==> src/rtl/region_box_blur_3x3_assert.svh <==
// Assertion macros shared by the region box blur RTL.
`ifndef REGION_BOX_BLUR_3X3_ASSERT_SVH
`define REGION_BOX_BLUR_3X3_ASSERT_SVH
`ifndef SYNTHESIS
// Same-cycle implication, checked at every rising edge outside reset.
`define RBB_ASSERT_IMPLY(name, clk, rst_n, ante, cons, msg) \
	name: assert property (@(posedge clk) disable iff (!rst_n) (ante) |-> (cons)) \
		else $error(msg);
// Next-cycle implication, checked at every rising edge outside reset.
`define RBB_ASSERT_NEXT(name, clk, rst_n, ante, cons, msg) \
	name: assert property (@(posedge clk) disable iff (!rst_n) (ante) |=> (cons)) \
		else $error(msg);
`else
`define RBB_ASSERT_IMPLY(name, clk, rst_n, ante, cons, msg)
`define RBB_ASSERT_NEXT(name, clk, rst_n, ante, cons, msg)
`endif
`endif

==> src/rtl/rbb_pkg.sv <==
// Shared types and constants of the region box blur.
package rbb_pkg;

	// Sample format and the smallest matrix side.
	localparam int SAMPLE_W = 16;
	localparam int MIN_DIM = 4;

	// Register map: index = paddr[4:2].
	localparam int ADDR_W = 5;
	localparam int REG_IDX_W = 3;
	localparam logic [REG_IDX_W-1:0] REG_NUM_ROWS = 3'd0;
	localparam logic [REG_IDX_W-1:0] REG_NUM_COLS = 3'd1;
	localparam logic [REG_IDX_W-1:0] REG_ROW_FIRST = 3'd2;
	localparam logic [REG_IDX_W-1:0] REG_ROW_LAST = 3'd3;
	localparam logic [REG_IDX_W-1:0] REG_COL_FIRST = 3'd4;
	localparam logic [REG_IDX_W-1:0] REG_COL_LAST = 3'd5;

	// Queue between front and back.
	localparam int QUEUE_DEPTH = 4;
	localparam int QCNT_W = $clog2(QUEUE_DEPTH + 1);

	// Arithmetic widths of the mean datapath.
	localparam int COLSUM_W = 18;
	localparam int SUM_W = 20;
	localparam int MAG_W = 19;
	localparam int QUO_W = 17;
	localparam int RECIP_W = 21;
	localparam int PROD_W = MAG_W + RECIP_W;
	localparam int RECIP_SHIFT = 23;

	// ceil(2^23 / d); exact quotient for every dividend below 2^19.
	localparam logic [RECIP_W-1:0] RECIP_6 = 21'd1398102;
	localparam logic [RECIP_W-1:0] RECIP_9 = 21'd932068;

	// Rounding offsets, half the divisor rounded down.
	localparam logic [MAG_W-1:0] BIAS_4 = 19'd2;
	localparam logic [MAG_W-1:0] BIAS_6 = 19'd3;
	localparam logic [MAG_W-1:0] BIAS_9 = 19'd4;

	typedef logic signed [SAMPLE_W-1:0] sample_t;

	// Number of window cells that lie inside the matrix.
	typedef enum logic [1:0] {
		DIV_BY_4,
		DIV_BY_6,
		DIV_BY_9
	} div_t;

	// Blur rectangle, inclusive on both axes.
	typedef struct packed {
		logic [5:0] row_first;
		logic [5:0] row_last;
		logic [4:0] col_first;
		logic [4:0] col_last;
	} region_t;

	// One queue word: a window column to shift in and what to emit after it.
	typedef struct packed {
		sample_t top;
		sample_t mid;
		sample_t bot;
		logic    emit;
		logic    blur;
		logic    top_ok;
		logic    bot_ok;
		logic    left_ok;
		logic    right_ok;
		logic    fe;
	} entry_t;

endpackage

==> src/rtl/rbb_fifo.sv <==
// Short word queue between the front sequencer and the back datapath.
`include "region_box_blur_3x3_assert.svh"
module rbb_fifo
	import rbb_pkg::*;
(
	input  logic              clk,
	input  logic              arst_n,
	input  logic              push,
	input  entry_t            push_data,
	input  logic              pop,
	output entry_t            head,
	output logic              empty,
	output logic [QCNT_W-1:0] count
);

	localparam int PTR_W = $clog2(QUEUE_DEPTH);

	entry_t            slots_q [QUEUE_DEPTH];
	logic [PTR_W-1:0]  wr_ptr_q;
	logic [PTR_W-1:0]  rd_ptr_q;
	logic [QCNT_W-1:0] count_q;

	// Storage, written at the tail.
	always_ff @(posedge clk) begin
		if (push) begin
			slots_q[wr_ptr_q] <= push_data;
		end
	end

	// Pointers and fill count.
	always_ff @(posedge clk or negedge arst_n) begin
		if (!arst_n) begin
			wr_ptr_q <= '0;
			rd_ptr_q <= '0;
			count_q  <= '0;
		end else begin
			if (push) begin
				wr_ptr_q <= wr_ptr_q + PTR_W'(1);
			end
			if (pop) begin
				rd_ptr_q <= rd_ptr_q + PTR_W'(1);
			end
			case ({push, pop})
				2'b10: count_q <= count_q + QCNT_W'(1);
				2'b01: count_q <= count_q - QCNT_W'(1);
				default: count_q <= count_q;
			endcase
		end
	end

	assign head  = slots_q[rd_ptr_q];
	assign empty = (count_q == '0);
	assign count = count_q;

	`RBB_ASSERT_IMPLY(a_no_overflow, clk, arst_n, push, count_q < QCNT_W'(QUEUE_DEPTH), "queue overflow")
	`RBB_ASSERT_IMPLY(a_no_underflow, clk, arst_n, pop, count_q != '0, "queue underflow")

endmodule

==> src/rtl/rbb_front.sv <==
// Front sequencer: accepts samples, keeps the line stores and issues window columns.
`include "region_box_blur_3x3_assert.svh"
module rbb_front
	import rbb_pkg::*;
#(
	parameter int MAX_ROWS = 64,
	parameter int MAX_COLS = 32
)(
	input  logic                        clk,
	input  logic                        arst_n,
	input  logic                        restart,
	input  logic [$clog2(MAX_ROWS)-1:0] row_last,
	input  logic [$clog2(MAX_COLS)-1:0] col_last,
	input  region_t                     region,
	input  logic                        s_tvalid,
	output logic                        s_tready,
	input  logic [SAMPLE_W-1:0]         s_tdata,
	input  logic [QCNT_W-1:0]           q_count,
	output logic                        push,
	output entry_t                      push_data
);

	localparam int ROW_W = $clog2(MAX_ROWS);
	localparam int COL_W = $clog2(MAX_COLS);
	localparam int FL_W = QCNT_W + 1;

	// Each state issues one queue word per cycle while the queue has room and, in ST_RUN, a sample is offered.
	typedef enum logic [1:0] {
		ST_RUN,
		ST_ROW_END,
		ST_FLUSH,
		ST_FLUSH_END
	} state_t;

	state_t           state_q;
	state_t           op_s1;
	logic [ROW_W-1:0] row_q;
	logic [COL_W-1:0] col_q;
	logic [COL_W-1:0] col_s1;
	logic             valid_s1;
	sample_t          sample_s1;
	sample_t          up_s1;
	sample_t          lo_s1;
	logic             emit_s1;
	logic             blur_s1;
	logic             top_ok_s1;
	logic             bot_ok_s1;
	logic             left_ok_s1;
	logic             right_ok_s1;
	logic             fe_s1;

	sample_t          upper_q [MAX_COLS];
	sample_t          lower_q [MAX_COLS];

	logic [FL_W-1:0]  in_flight;
	logic             space;
	logic             issue;
	logic [ROW_W-1:0] op_row;
	logic [COL_W-1:0] op_col;
	logic             d_emit;
	logic             d_blur;
	logic             d_top_ok;
	logic             d_bot_ok;
	logic             d_left_ok;
	logic             d_right_ok;
	logic             d_fe;

	// Credit: queue words plus the one in stage 1 must leave a free slot.
	assign in_flight = FL_W'(q_count) + FL_W'(valid_s1);
	assign space     = in_flight < FL_W'(QUEUE_DEPTH);
	assign issue     = space && ((state_q != ST_RUN) || s_tvalid);
	assign s_tready  = space && (state_q == ST_RUN);

	// Which element the issued word emits, and which neighbors are inside the matrix.
	always_comb begin
		op_row     = row_q - ROW_W'(1);
		op_col     = col_q - COL_W'(1);
		d_emit     = 1'b0;
		d_top_ok   = 1'b1;
		d_bot_ok   = 1'b1;
		d_left_ok  = 1'b1;
		d_right_ok = 1'b1;
		d_fe       = 1'b0;
		case (state_q)
			ST_RUN: begin
				d_emit    = (row_q != '0) && (col_q != '0);
				d_top_ok  = row_q > ROW_W'(1);
				d_left_ok = col_q > COL_W'(1);
			end
			ST_ROW_END: begin
				d_emit     = (row_q != '0);
				op_col     = col_last;
				d_top_ok   = row_q > ROW_W'(1);
				d_right_ok = 1'b0;
			end
			ST_FLUSH: begin
				d_emit    = (col_q != '0);
				op_row    = row_q;
				d_bot_ok  = 1'b0;
				d_left_ok = col_q > COL_W'(1);
			end
			ST_FLUSH_END: begin
				d_emit     = 1'b1;
				op_row     = row_q;
				op_col     = col_last;
				d_bot_ok   = 1'b0;
				d_right_ok = 1'b0;
				d_fe       = 1'b1;
			end
			default: begin
				d_emit = 1'b0;
			end
		endcase
		d_blur = (32'(op_row) >= 32'(region.row_first)) && (32'(op_row) <= 32'(region.row_last))
			&& (32'(op_col) >= 32'(region.col_first)) && (32'(op_col) <= 32'(region.col_last));
	end

	// Line stores: read at issue, written back in the next cycle by running samples.
	always_ff @(posedge clk) begin
		if (issue) begin
			up_s1 <= upper_q[col_q];
			lo_s1 <= lower_q[col_q];
		end
		if (valid_s1 && (op_s1 == ST_RUN)) begin
			upper_q[col_s1] <= lo_s1;
			lower_q[col_s1] <= sample_s1;
		end
	end

	// Sequencer state, counters and stage 1.
	always_ff @(posedge clk or negedge arst_n) begin
		if (!arst_n) begin
			state_q     <= ST_RUN;
			row_q       <= '0;
			col_q       <= '0;
			valid_s1    <= 1'b0;
			op_s1       <= ST_RUN;
			col_s1      <= '0;
			sample_s1   <= '0;
			emit_s1     <= 1'b0;
			blur_s1     <= 1'b0;
			top_ok_s1   <= 1'b0;
			bot_ok_s1   <= 1'b0;
			left_ok_s1  <= 1'b0;
			right_ok_s1 <= 1'b0;
			fe_s1       <= 1'b0;
		end else begin
			valid_s1 <= issue;
			if (issue) begin
				op_s1       <= state_q;
				col_s1      <= col_q;
				sample_s1   <= sample_t'(s_tdata);
				emit_s1     <= d_emit;
				blur_s1     <= d_blur;
				top_ok_s1   <= d_top_ok;
				bot_ok_s1   <= d_bot_ok;
				left_ok_s1  <= d_left_ok;
				right_ok_s1 <= d_right_ok;
				fe_s1       <= d_fe;
			end
			if (restart) begin
				state_q <= ST_RUN;
				row_q   <= '0;
				col_q   <= '0;
			end else if (issue) begin
				case (state_q)
					ST_RUN: begin
						if (col_q == col_last) begin
							state_q <= ST_ROW_END;
						end else begin
							col_q <= col_q + COL_W'(1);
						end
					end
					ST_ROW_END: begin
						col_q <= '0;
						if (row_q == row_last) begin
							state_q <= ST_FLUSH;
						end else begin
							state_q <= ST_RUN;
							row_q   <= row_q + ROW_W'(1);
						end
					end
					ST_FLUSH: begin
						if (col_q == col_last) begin
							state_q <= ST_FLUSH_END;
						end else begin
							col_q <= col_q + COL_W'(1);
						end
					end
					ST_FLUSH_END: begin
						state_q <= ST_RUN;
						row_q   <= '0;
						col_q   <= '0;
					end
					default: begin
						state_q <= ST_RUN;
					end
				endcase
			end
		end
	end

	// Stage 1 pushes its word; running samples and flush reads carry store data.
	always_comb begin
		push               = valid_s1;
		push_data.top      = '0;
		push_data.mid      = '0;
		push_data.bot      = '0;
		push_data.emit     = emit_s1;
		push_data.blur     = blur_s1;
		push_data.top_ok   = top_ok_s1;
		push_data.bot_ok   = bot_ok_s1;
		push_data.left_ok  = left_ok_s1;
		push_data.right_ok = right_ok_s1;
		push_data.fe       = fe_s1;
		if ((op_s1 == ST_RUN) || (op_s1 == ST_FLUSH)) begin
			push_data.top = up_s1;
			push_data.mid = lo_s1;
		end
		if (op_s1 == ST_RUN) begin
			push_data.bot = sample_s1;
		end
	end

	`RBB_ASSERT_IMPLY(a_counters_in_frame, clk, arst_n, 1'b1, (col_q <= col_last) && (row_q <= row_last), "position counter beyond the frame")
	`RBB_ASSERT_NEXT(a_frame_wrap, clk, arst_n, issue && (state_q == ST_FLUSH_END), (state_q == ST_RUN) && (row_q == '0) && (col_q == '0), "frame did not wrap after the flush")

endmodule

==> src/rtl/rbb_back.sv <==
// Back datapath: 3x3 window, masked sum, rounded mean and the output register.
`include "region_box_blur_3x3_assert.svh"
module rbb_back
	import rbb_pkg::*;
(
	input  logic                clk,
	input  logic                arst_n,
	input  entry_t              head,
	input  logic                empty,
	output logic                pop,
	output logic                m_tvalid,
	input  logic                m_tready,
	output logic [SAMPLE_W-1:0] m_tdata,
	output logic                m_tlast
);

	logic                       en;
	sample_t                    win_q [3][3];
	logic                       v_s1;
	entry_t                     ent_s1;

	logic signed [COLSUM_W-1:0] col_sum [3];
	div_t                       div_c;
	logic                       v_s2;
	logic signed [COLSUM_W-1:0] colsum_s2 [3];
	div_t                       div_s2;
	logic                       blur_s2;
	sample_t                    center_s2;
	logic                       fe_s2;

	logic signed [SUM_W-1:0]    sum;
	logic [SUM_W-1:0]           mag;
	logic [MAG_W-1:0]           bias;
	logic                       v_s3;
	logic [MAG_W-1:0]           x_s3;
	logic                       neg_s3;
	div_t                       div_s3;
	logic                       blur_s3;
	sample_t                    center_s3;
	logic                       fe_s3;

	logic [RECIP_W-1:0]         recip;
	logic [PROD_W-1:0]          prod;
	logic                       v_s4;
	logic [QUO_W-1:0]           q_s4;
	logic                       neg_s4;
	logic                       blur_s4;
	sample_t                    center_s4;
	logic                       fe_s4;

	logic [QUO_W-1:0]           res;
	logic                       m_tvalid_q;
	logic [SAMPLE_W-1:0]        m_tdata_q;
	logic                       m_tlast_q;

	// The whole pipeline moves while the output register is free or being taken.
	assign en  = !m_tvalid_q || m_tready;
	assign pop = en && !empty;

	// Stage 2: masked column sums and the number of cells inside the matrix.
	always_comb begin
		for (int k = 0; k < 3; k++) begin
			col_sum[k] = COLSUM_W'(win_q[1][k]);
			if (ent_s1.top_ok) begin
				col_sum[k] = col_sum[k] + COLSUM_W'(win_q[0][k]);
			end
			if (ent_s1.bot_ok) begin
				col_sum[k] = col_sum[k] + COLSUM_W'(win_q[2][k]);
			end
		end
		if (!ent_s1.left_ok) begin
			col_sum[0] = '0;
		end
		if (!ent_s1.right_ok) begin
			col_sum[2] = '0;
		end
		if (ent_s1.top_ok && ent_s1.bot_ok && ent_s1.left_ok && ent_s1.right_ok) begin
			div_c = DIV_BY_9;
		end else if (!(ent_s1.top_ok && ent_s1.bot_ok) && !(ent_s1.left_ok && ent_s1.right_ok)) begin
			div_c = DIV_BY_4;
		end else begin
			div_c = DIV_BY_6;
		end
	end

	// Stage 3: total, magnitude and half-divisor offset for rounding away from zero.
	always_comb begin
		sum = SUM_W'(colsum_s2[0]) + SUM_W'(colsum_s2[1]) + SUM_W'(colsum_s2[2]);
		mag = sum[SUM_W-1] ? SUM_W'(-sum) : SUM_W'(sum);
		case (div_s2)
			DIV_BY_4: bias = BIAS_4;
			DIV_BY_6: bias = BIAS_6;
			DIV_BY_9: bias = BIAS_9;
			default:  bias = BIAS_9;
		endcase
	end

	// Stage 4: divide by six or nine through a reciprocal, by four through a shift.
	always_comb begin
		case (div_s3)
			DIV_BY_6: recip = RECIP_6;
			default:  recip = RECIP_9;
		endcase
		prod = PROD_W'(x_s3) * PROD_W'(recip);
	end

	// Output: restore the sign, or pass the center sample through.
	assign res = neg_s4 ? (QUO_W'(0) - q_s4) : q_s4;

	// Valid bits of every stage.
	always_ff @(posedge clk or negedge arst_n) begin
		if (!arst_n) begin
			v_s1       <= 1'b0;
			v_s2       <= 1'b0;
			v_s3       <= 1'b0;
			v_s4       <= 1'b0;
			m_tvalid_q <= 1'b0;
		end else if (en) begin
			v_s1       <= pop;
			v_s2       <= v_s1 && ent_s1.emit;
			v_s3       <= v_s2;
			v_s4       <= v_s3;
			m_tvalid_q <= v_s4;
		end
	end

	// Window and stage data.
	always_ff @(posedge clk) begin
		if (pop) begin
			for (int r = 0; r < 3; r++) begin
				win_q[r][0] <= win_q[r][1];
				win_q[r][1] <= win_q[r][2];
			end
			win_q[0][2] <= head.top;
			win_q[1][2] <= head.mid;
			win_q[2][2] <= head.bot;
			ent_s1      <= head;
		end
		if (en) begin
			colsum_s2 <= col_sum;
			div_s2    <= div_c;
			blur_s2   <= ent_s1.blur;
			center_s2 <= win_q[1][1];
			fe_s2     <= ent_s1.fe;

			x_s3      <= MAG_W'(mag) + bias;
			neg_s3    <= sum[SUM_W-1];
			div_s3    <= div_s2;
			blur_s3   <= blur_s2;
			center_s3 <= center_s2;
			fe_s3     <= fe_s2;

			q_s4      <= (div_s3 == DIV_BY_4) ? QUO_W'(x_s3 >> 2) : prod[RECIP_SHIFT +: QUO_W];
			neg_s4    <= neg_s3;
			blur_s4   <= blur_s3;
			center_s4 <= center_s3;
			fe_s4     <= fe_s3;

			m_tdata_q <= blur_s4 ? res[SAMPLE_W-1:0] : SAMPLE_W'(center_s4);
			m_tlast_q <= fe_s4;
		end
	end

	assign m_tvalid = m_tvalid_q;
	assign m_tdata  = m_tdata_q;
	assign m_tlast  = m_tlast_q;

	`RBB_ASSERT_IMPLY(a_frame_end_corner, clk, arst_n, v_s1 && ent_s1.fe, ent_s1.emit && !ent_s1.bot_ok && !ent_s1.right_ok, "frame end word is not the bottom right corner")
	`RBB_ASSERT_IMPLY(a_mean_in_range, clk, arst_n, v_s4 && blur_s4, q_s4 <= QUO_W'(32768), "mean magnitude beyond the sample range")

endmodule

==> src/rtl/region_box_blur_3x3.sv <==
// Top level of the region box blur: register file, front, queue and back.
//
// A matrix of num_rows x num_cols signed Q8.8 samples enters on the s_ channel in
// raster order, one word per sample. Each element inside the programmed inclusive
// rectangle leaves the m_ channel as the rounded mean of itself and its neighbors
// inside the matrix; all other elements leave unchanged. m_tlast marks the last
// element of a frame. Results trail the input by one row and one column.
// Throughput: one sample per cycle inside a row while the queue has room;
// s_tready drops after the last column of a row, and after the last sample of
// a frame while the final row drains. The front sequencer issues one queue word
// per cycle while the queue has room; the output port takes one result per
// cycle while m_tready is high. When the receiver stalls, the back pipeline
// freezes, the four-word queue fills and s_tready drops. Registers are written
// over the APB port by the user only while the block is idle; the block does
// not enforce this. A write of num_rows or num_cols restarts the frame.
// Reset restores the register defaults (4 x 4 matrix, rectangle at element 0,0),
// returns to the first element of a frame and empties the queue and pipeline.
// The line stores are not cleared; no result depends on unwritten entries.
module region_box_blur_3x3
	import rbb_pkg::*;
#(
	parameter int MAX_COLS = 32,
	parameter int MAX_ROWS = 64
)(
	input  logic                clk,
	input  logic                arst_n,
	// APB register port
	input  logic                psel,
	input  logic                penable,
	input  logic                pwrite,
	input  logic [ADDR_W-1:0]   paddr,
	input  logic [31:0]         pwdata,
	output logic [31:0]         prdata,
	output logic                pready,
	// Sample input
	input  logic                s_tvalid,
	output logic                s_tready,
	input  logic [SAMPLE_W-1:0] s_tdata,   // [15:0] sample
	// Result output
	output logic                m_tvalid,
	input  logic                m_tready,
	output logic [SAMPLE_W-1:0] m_tdata,   // [15:0] value
	output logic                m_tlast    // frame_end
);

	localparam int ROW_W = $clog2(MAX_ROWS);
	localparam int COL_W = $clog2(MAX_COLS);

	logic [6:0]           num_rows_q;
	logic [5:0]           num_cols_q;
	region_t              region_q;
	logic                 wr;
	logic [REG_IDX_W-1:0] reg_idx;
	logic                 restart;
	logic [31:0]          rows_ext;
	logic [31:0]          cols_ext;
	logic [ROW_W-1:0]     row_last;
	logic [COL_W-1:0]     col_last;

	logic                 push;
	entry_t               push_data;
	logic                 pop;
	entry_t               head;
	logic                 empty;
	logic [QCNT_W-1:0]    q_count;

	assign pready  = 1'b1;
	assign wr      = psel && penable && pwrite && pready;
	assign reg_idx = paddr[ADDR_W-1:2];
	assign restart = wr && ((reg_idx == REG_NUM_ROWS) || (reg_idx == REG_NUM_COLS));

	// Register file.
	always_ff @(posedge clk or negedge arst_n) begin
		if (!arst_n) begin
			num_rows_q <= 7'(MIN_DIM);
			num_cols_q <= 6'(MIN_DIM);
			region_q   <= '0;
		end else if (wr) begin
			case (reg_idx)
				REG_NUM_ROWS:  num_rows_q          <= pwdata[6:0];
				REG_NUM_COLS:  num_cols_q          <= pwdata[5:0];
				REG_ROW_FIRST: region_q.row_first <= pwdata[5:0];
				REG_ROW_LAST:  region_q.row_last  <= pwdata[5:0];
				REG_COL_FIRST: region_q.col_first <= pwdata[4:0];
				REG_COL_LAST:  region_q.col_last  <= pwdata[4:0];
				default:       region_q           <= region_q;
			endcase
		end
	end

	// Register readback.
	always_comb begin
		case (reg_idx)
			REG_NUM_ROWS:  prdata = 32'(num_rows_q);
			REG_NUM_COLS:  prdata = 32'(num_cols_q);
			REG_ROW_FIRST: prdata = 32'(region_q.row_first);
			REG_ROW_LAST:  prdata = 32'(region_q.row_last);
			REG_COL_FIRST: prdata = 32'(region_q.col_first);
			REG_COL_LAST:  prdata = 32'(region_q.col_last);
			default:       prdata = '0;
		endcase
	end

	// Matrix size clamped to the supported range, as last row and column index.
	assign rows_ext = 32'(num_rows_q);
	assign cols_ext = 32'(num_cols_q);
	assign row_last = (rows_ext < 32'(MIN_DIM)) ? ROW_W'(MIN_DIM - 1)
		: (rows_ext > 32'(MAX_ROWS)) ? ROW_W'(MAX_ROWS - 1) : ROW_W'(rows_ext - 32'd1);
	assign col_last = (cols_ext < 32'(MIN_DIM)) ? COL_W'(MIN_DIM - 1)
		: (cols_ext > 32'(MAX_COLS)) ? COL_W'(MAX_COLS - 1) : COL_W'(cols_ext - 32'd1);

	rbb_front #(
		.MAX_ROWS (MAX_ROWS),
		.MAX_COLS (MAX_COLS)
	) u_front (
		.clk       (clk),
		.arst_n    (arst_n),
		.restart   (restart),
		.row_last  (row_last),
		.col_last  (col_last),
		.region    (region_q),
		.s_tvalid  (s_tvalid),
		.s_tready  (s_tready),
		.s_tdata   (s_tdata),
		.q_count   (q_count),
		.push      (push),
		.push_data (push_data)
	);

	rbb_fifo u_fifo (
		.clk       (clk),
		.arst_n    (arst_n),
		.push      (push),
		.push_data (push_data),
		.pop       (pop),
		.head      (head),
		.empty     (empty),
		.count     (q_count)
	);

	rbb_back u_back (
		.clk      (clk),
		.arst_n   (arst_n),
		.head     (head),
		.empty    (empty),
		.pop      (pop),
		.m_tvalid (m_tvalid),
		.m_tready (m_tready),
		.m_tdata  (m_tdata),
		.m_tlast  (m_tlast)
	);

endmodule

==> config.mk <==
export PLATFORM = sky130hd
export DESIGN_NAME = region_box_blur_3x3
export DESIGN_NICKNAME = d
export VERILOG_FILES = /design/src/rtl/rbb_pkg.sv /design/src/rtl/rbb_fifo.sv /design/src/rtl/rbb_front.sv /design/src/rtl/rbb_back.sv /design/src/rtl/region_box_blur_3x3.sv
export VERILOG_INCLUDE_DIRS = /design/src /design/src/rtl
export SDC_FILE = /design/constraint.sdc
export NUM_CORES = 2
export LEC_CHECK = 0
export BUFFER_PORTS_ARGS = -buffer_cell sky130_fd_sc_hd__buf_2
export CORE_MARGIN = 2
export CORE_UTILIZATION = 57
export DETAILED_ROUTE_END_ITERATION = 8
export GPL_ROUTABILITY_DRIVEN = 0
export HOLD_SLACK_MARGIN = 0.08
export PLACE_DENSITY = 0.76
export SLEW_MARGIN = 10
export SYNTH_ARGS = -nofsm -noshare
export SYNTH_HDL_FRONTEND = slang
export SYNTH_SLANG_ARGS = --single-unit
==> constraint.sdc <==
create_clock -name clk -period 13.7 [get_ports clk]
set_input_delay 2.055 -clock clk [delete_from_list [all_inputs] [get_ports clk]]
set_output_delay 2.055 -clock clk [all_outputs]
set_load 0.01 [all_outputs]
# == Word-level counts from Yosys, hierarchy flattened ==
# Memories as Yosys holds them, arrays and structs flattened. A register that Yosys moved wholly into a read port is not among the register bits.
# Index checks and enable logic that the tools add are counted.
# totals
inputBits,60
out_inout_bits,52
mem_bits_rw,1388
memories,4
regBits,264
# mem_list
memory,words,word_bits,read_ports,rd_ports_with_merged_regs,write_ports,line_no,text
u_front.lower_q,32,16,1,1,1,rbb_front.sv:53,sample_t lower_q [MAX_COLS];
u_front.upper_q,32,16,1,1,1,rbb_front.sv:52,sample_t upper_q [MAX_COLS];
u_fifo.slots_q,4,55,1,0,1,rbb_fifo.sv:18,entry_t slots_q [QUEUE_DEPTH];
u_back.win_q,3,48,3,0,3,rbb_back.sv:18,sample_t win_q [3][3];
# classes
n_lt_le_gt_ge,11
add_sub_neg,22
n_reduce_logical,50
muxes,49
n_eq_ne,19
mul,1
# op_table
operator,n
$mux W18,6
$mux W16,4
$add A18 B16 Y18,3
$add A16 B16 Y17,3
$pmux W7 S6,1
$mul A19 B21 Y39,1
$mux W6,6
$mux W32,1
$mux W5,6
$mux W21,1
$add A19 B18 Y20,1
$add A18 B18 Y19,1
$add A19 B3 Y19,1
$mux W19,1
$neg A19 Y19,1
$logic_and A1 B1 Y1,17
$sub A1 B16 Y16 const A,1
$reduce_and A2 Y1,7
$mux W1,12
$pmux W3 S2,2
$pmux W6 S2,1
$sub A6 B1 Y6 const B,2
$mux W2,5
$pmux W5 S2,1
other kinds (39),67

# == Logic depth before layout (Yosys ltp) ==
# depth
depth_word,8
mapped_depth,29
ltp_nobuf,27

# == By module ==
# A second synthesis with hierarchy kept.
# hier_totals
hier_cells,4668
hier_area_um2,78669.2
# by_module_without_submodules
mod,cells_each,n_inst,area_per_inst_um2,seq_area_each_um2
rbb_front,1930,1,43035.0,32811.5
rbb_back,2211,1,25081.6,9644.2
rbb_fifo,323,1,8321.7,6781.5
region_box_blur_3x3,204,1,2230.9,878.3

# == Worst setup path after synthesis ==
# Ideal clock, no wire load.
# synth_timing
kind,in2reg
start,in m_tready
end,"reg u_fifo.count_q[2], in the netlist u_fifo.count[2]"
cell_stages,10
setup_slack_ps,-1970
arrival_ps,15590
cell_sequence,nand2b_1 > clkbuf_1 > inv_1 > nor2_1 > ha_1 > inv_1 > fa_1 > xor2_1 > nor2_1 > xor2_1
# synth_between
elab_chain_len,4
elab_cells_between_ends,6
cone_classes,eq/ne: 2; mux: 1; reduce/logical: 3
# synth_rtl
item,line_no,text
from (decl),region_box_blur_3x3.sv:41,"input logic m_tready,"
$logic_or A1 B1 Y1 (*),rbb_back.sv:57,assign en = !m_tvalid_q || m_tready;
net u_back.en,rbb_back.sv:17,logic en;
$logic_and A1 B1 Y1 (*),rbb_back.sv:58,assign pop = en && !empty;
net pop,region_box_blur_3x3.sv:62,logic pop;
$eq A2 B1 Y1 or $eq A2 B2 Y1 (tied branches),rbb_fifo.sv:43,"case ({push, pop})"
$pmux W3 S2 or $reduce_bool A2 Y1 (tied branches),n/a,
to (signal assigned),rbb_fifo.sv:44,2'b10: count_q <= count_q + QCNT_W'(1);
to (signal assigned),rbb_fifo.sv:45,2'b01: count_q <= count_q - QCNT_W'(1);
to (signal assigned),rbb_fifo.sv:46,default: count_q <= count_q;
to (decl),rbb_fifo.sv:21,logic [QCNT_W-1:0] count_q;
# The timed path passes the listed nets; every way through them passes the cells marked *.
# A chain may end at the register's enable or synchronous reset.

# == Worst setup path in the final report ==
# layout_timing
start,reg u_back.div_s3[1]
end,"reg u_back.q_s4[15], data pin"
# layout_between
elab_chain_len,4
elab_cells_between_ends,5
cone_classes,mul: 1; eq/ne: 1; mux: 2; reduce/logical: 1
# layout_rtl
item,line_no,text
from (decl),rbb_back.sv:37,div_t div_s3;
from (signal assigned),rbb_back.sv:148,div_s3 <= div_s2;
$eq A2 B1 Y1,rbb_back.sv:100,case (div_s3)
$mux W21,rbb_back.sv:100,
$mul A19 B21 Y39,rbb_back.sv:104,prod = PROD_W'(x_s3) * PROD_W'(recip);
$mux W16 (*),rbb_back.sv:153,q_s4 <= (div_s3 == DIV_BY_4) ? QUO_W'(x_s3 >> 2) : prod[RECIP_SHIFT +: QUO_W];
to (signal assigned),rbb_back.sv:153,
to (decl),rbb_back.sv:45,logic [QUO_W-1:0] q_s4;
# Every way passes the cells marked *; elsewhere a longest branch is shown, timed or not.

==> summary.md <==
| Metric | Value |
|---|---|
| Run status | `finished clean` |
| Fin. Hold Viols | `0` |
| Clock skew | `0.0508 ns` |
| Largest net degree at the start of global routing | `around 160` |
| Clock Sinks | `roughly 1.7k` |
| Multi-input logic area | `between 20000 and 30000 um^2` |
| Total of max-cap violations | `0` |
| CTS buffer count | `approximately 160` |
| Post-synth EDFFs | `approximately 1.6k` |
| Io pins | `112` |
| Vias per cell | `around 6.3` |
| Hold WC Path Type | `register to register` |
| Number of fill cells | `9142` |
| Critical Setup Path Class | `register to register` |
| CTS root buf | `clkbuf_16` |
| Post-Route Setup TNS | `0 ns` |
| Worst Path Arrival | `~8.3 ns` |
| Register area | `50100 um^2` |
| Mux cell area share after synthesis | `about an eighth` |
| Mean post-synth cell area | `roughly 17 um^2` |
| Drt first pass iters | `5` |
| Crit share post-route | `between 50% and 60%` |
| Buffer depth of the longest clock path | `3` |
| Final setup violation count | `0` |
| Max Slew Vio Count | `0` |
| Drc violations | `0` |
| CP max stage delay | `0.67 ns` |
| Area share of the largest cell type after synthesis | `between 60% and 70%` |
| Die Y | `approximately 370 um` |
| Post-CTS Resized | `0` |
| Min Tclk post-route | `slightly below 8 ns` |
| P&R area growth vs syn | `10.1%` |
| Core area | `136000 um^2` |
| Grt ovf | `0` |
| GRT Overall Usage | `between 20% and 30%` |
| Largest family of logic cells by synthesized area | `multiplexers` |
| CP max-delay cell | `nand2b_1` |
| Largest cells by area after synthesis | `edfxtp_1 (61%), mux4_2 (11%), ha_1 (4.8%)` |
| Mapped Cells | `4659` |
| Hpwl dp | `approximately 100000 um` |
| Rel. slew slack | `between 10% and 20%` |
| Worst-Margin Slew | `between 1 and 1.5 ns` |
| Row count | `135` |
| CTS tree | `done` |
| Clk Latency, worst-skew pair | `between 0.8 and 0.9 ns` |
| CP endpoint kind | `register` |
| Routed WL per cell | `approximately 27 um` |
| Drt initial violations | `4666` |
| Sequential fraction of the synthesis area | `64.1%` |
| DRT antenna net count | `0` |
| Critical Path RT | `about 14 ns` |
| Antenna diode count | `0` |
| Critical Path Most Common Cell | `fa_1` |
| Antenna violations before repair | `2` |
| Simple-gate share of the synthesized area | `roughly 4.4%` |
| Die ar. | `140000 um^2` |
| Mapped Area | `78200 um^2` |
| Largest area contributor in the netlist | `edfxtp_1` |
| CTS HTree Levels | `4` |
| First-pass GRT wire length | `around 270000 um` |
| Hold-fix buffers, CTS | `0` |
| Post-synthesis xor/xnor area fraction | `between 2 and 2.5%` |
| Worst path cell trace | `nand2b_1 > and2_1 > fa_1 > inv_1 > fa_1 > inv_1 > fa_1 > fa_1 > fa_1 > inv_1 > fa_1 > inv_1 > ha_1 > nand3_1 > nor4_1 > o21ai_0 > nand3_1 > a21oi_1 > o21ai_0 > a21oi_1 > o311a_1` |
| Post-Synth Adder-Cell Area | `under 10%` |
| Synthesized flop and latch total | `~1.7k` |
| Vias | `between 40k and 50k` |
| Crit-path max FO | `26` |
| Port Buffer Count | `58` |
| Layout cells sized above 1 | `~19%` |
| Syn. warnings | `0` |
| Compound-gate portion of the synthesized area | `under 10%` |
| Worst setup SP type | `register` |
| Starting Density | `57.6%` |
| Die X | `around 370 um` |
| Netlist cell types | `93` |
| # Post-CTS Setup Buffers | `0` |
| Reg clk slew, reported paths | `0.06 ns` |
| Fin nets | `around 5.3k` |
| Max Fclk | `between 100 and 150 MHz` |
| Post-synth ARST share | `~5.4%` |
| Routed wire length | `~180000 um` |
| RSZ-0062 raised after global routing | `false` |
| Vias in the first global route | `43.4k` |
| Top FF cell, synth | `edfxtp_1` |
per-stage QoR:
stage          hold WS, ns  setup slack [ns]  instance area (um^2)  cells  util (%)
4_1_cts              0.397              5.92                 86000   6706      63.4
5_1_grt              0.401              5.37                 86100   6708      63.4
3_3_place_gp         0.401              6.00                 80900   6418      59.6
6_report             0.397              5.87                 86100   6708      63.4
3_5_place_dp         0.405              5.95                 80900   6418      59.6
2_1_floorplan        0.400             0.695                 78400   4703         -
final timing paths:
check                                      from                    to  slack [ns]  cells past startpoint
min                        u_back.center_s2[15]  u_back.center_s3[15]        0.40                      0
max                            u_back.div_s3[1]       u_back.q_s4[15]        5.87                     21
max reg2reg                    u_back.div_s3[1]       u_back.q_s4[15]        5.87                     21
min reg2reg                u_back.center_s2[15]  u_back.center_s3[15]        0.40                      0
max in group asynchronous                arst_n      u_front.col_q[1]       11.30                      2
min in group asynchronous                arst_n  u_front.sample_s1[9]        1.18                      1
layout make-up:
class | instances | area share [%]
Sequential cell | 1684 | 58.2
Multi-Input combinational cell | 2469 | 30.6
Clock buffer | 218 | 5.06
Tap cell | 1781 | 2.59
Inverter | 352 | 1.53
Timing Repair Buffer | 134 | 1.08
Clock inverter | 70 | 0.886
synthesized netlist by cell type, drive strengths merged (10+ instances only):
cell / n
edfxtp: 1593
nor2: 166
xor2: 89
or3: 22
a31oi: 21
o22ai: 12
fa: 184
nand4: 17
dfrtp: 89
clkbuf: 137
or2: 10
xnor2: 111
and3: 17
o21a: 14
buf: 61
nor3b: 10
mux2: 107
a211oi: 32
nor4: 10
nor3: 35
mux4: 376
nand3: 27
inv: 350
o21bai: 27
nor2b: 60
and2: 43
a21o: 57
o21ai: 144
nand2b: 24
nand2: 225
ha: 298
mux2i: 16
a21oi: 150
o31ai: 12
critical path: cells and delay by family (launching register included):
| kind | cells | cell delay [ns] |
|---|---|---|
| flops | 1 | 0.50 |
| buf+inv | 4 | 0.25 |
| simple gates | 5 | 2.08 |
| compound gates | 5 | 1.34 |
| fa+ha+maj | 7 | 3.37 |
routing by layer:
layer  vias up  global-route usage [%]  routed length (um)
met1     21500                    33.7               67600
li1      18000                       -                   -
met4         0                    9.20                6280
met5         -                       0                   0
met3       398                    4.38               13600
met2      2019                    45.4               93400
sequential cells by signal (all words and copies together) (netlist names), 19 cells and up:
signal and count:
u_front.upper_q 512, u_back.colsum_s2 54, u_back.win_q 144, u_front.lower_q 512, u_fifo.slots_q 220, u_back.x_s3 19
region_q 22
cell usage in the layout, fill, tap and decap left out, types with 33 or more instances in the layout:
cell | Yosys | layout
a21o_1 | 57 | 57
a21oi_1 | 149 | 149
and2_1 | 43 | 39
buf_2 | 4 | 57
buf_4 | 27 | 73
clkbuf_1 | 137 | 50
clkbuf_16 | 0 | 165
conb_1 | 2 | 46
dfrtp_1 | 89 | 80
edfxtp_1 | 1593 | 1593
fa_1 | 184 | 184
ha_1 | 298 | 298
inv_1 | 350 | 350
mux2_2 | 107 | 107
mux4_2 | 376 | 376
nand2_1 | 225 | 225
nor2_1 | 166 | 133
nor2_4 | 0 | 33
nor2b_1 | 58 | 58
nor3_1 | 34 | 34
o21ai_0 | 138 | 138
xnor2_1 | 109 | 109
xor2_1 | 89 | 89
cell families after synthesis:
kind of cell | count (synthesis)
compound gates | 549
xor+xnor | 200
fa+ha+maj | 482
buf+inv | 550
flops | 1684
mux | 499
other cells | 2
simple gates | 693
Power is left out: the tool's default activity adds up to more than one toggle a clock period on the data nets, which glitch-free logic cannot reach.
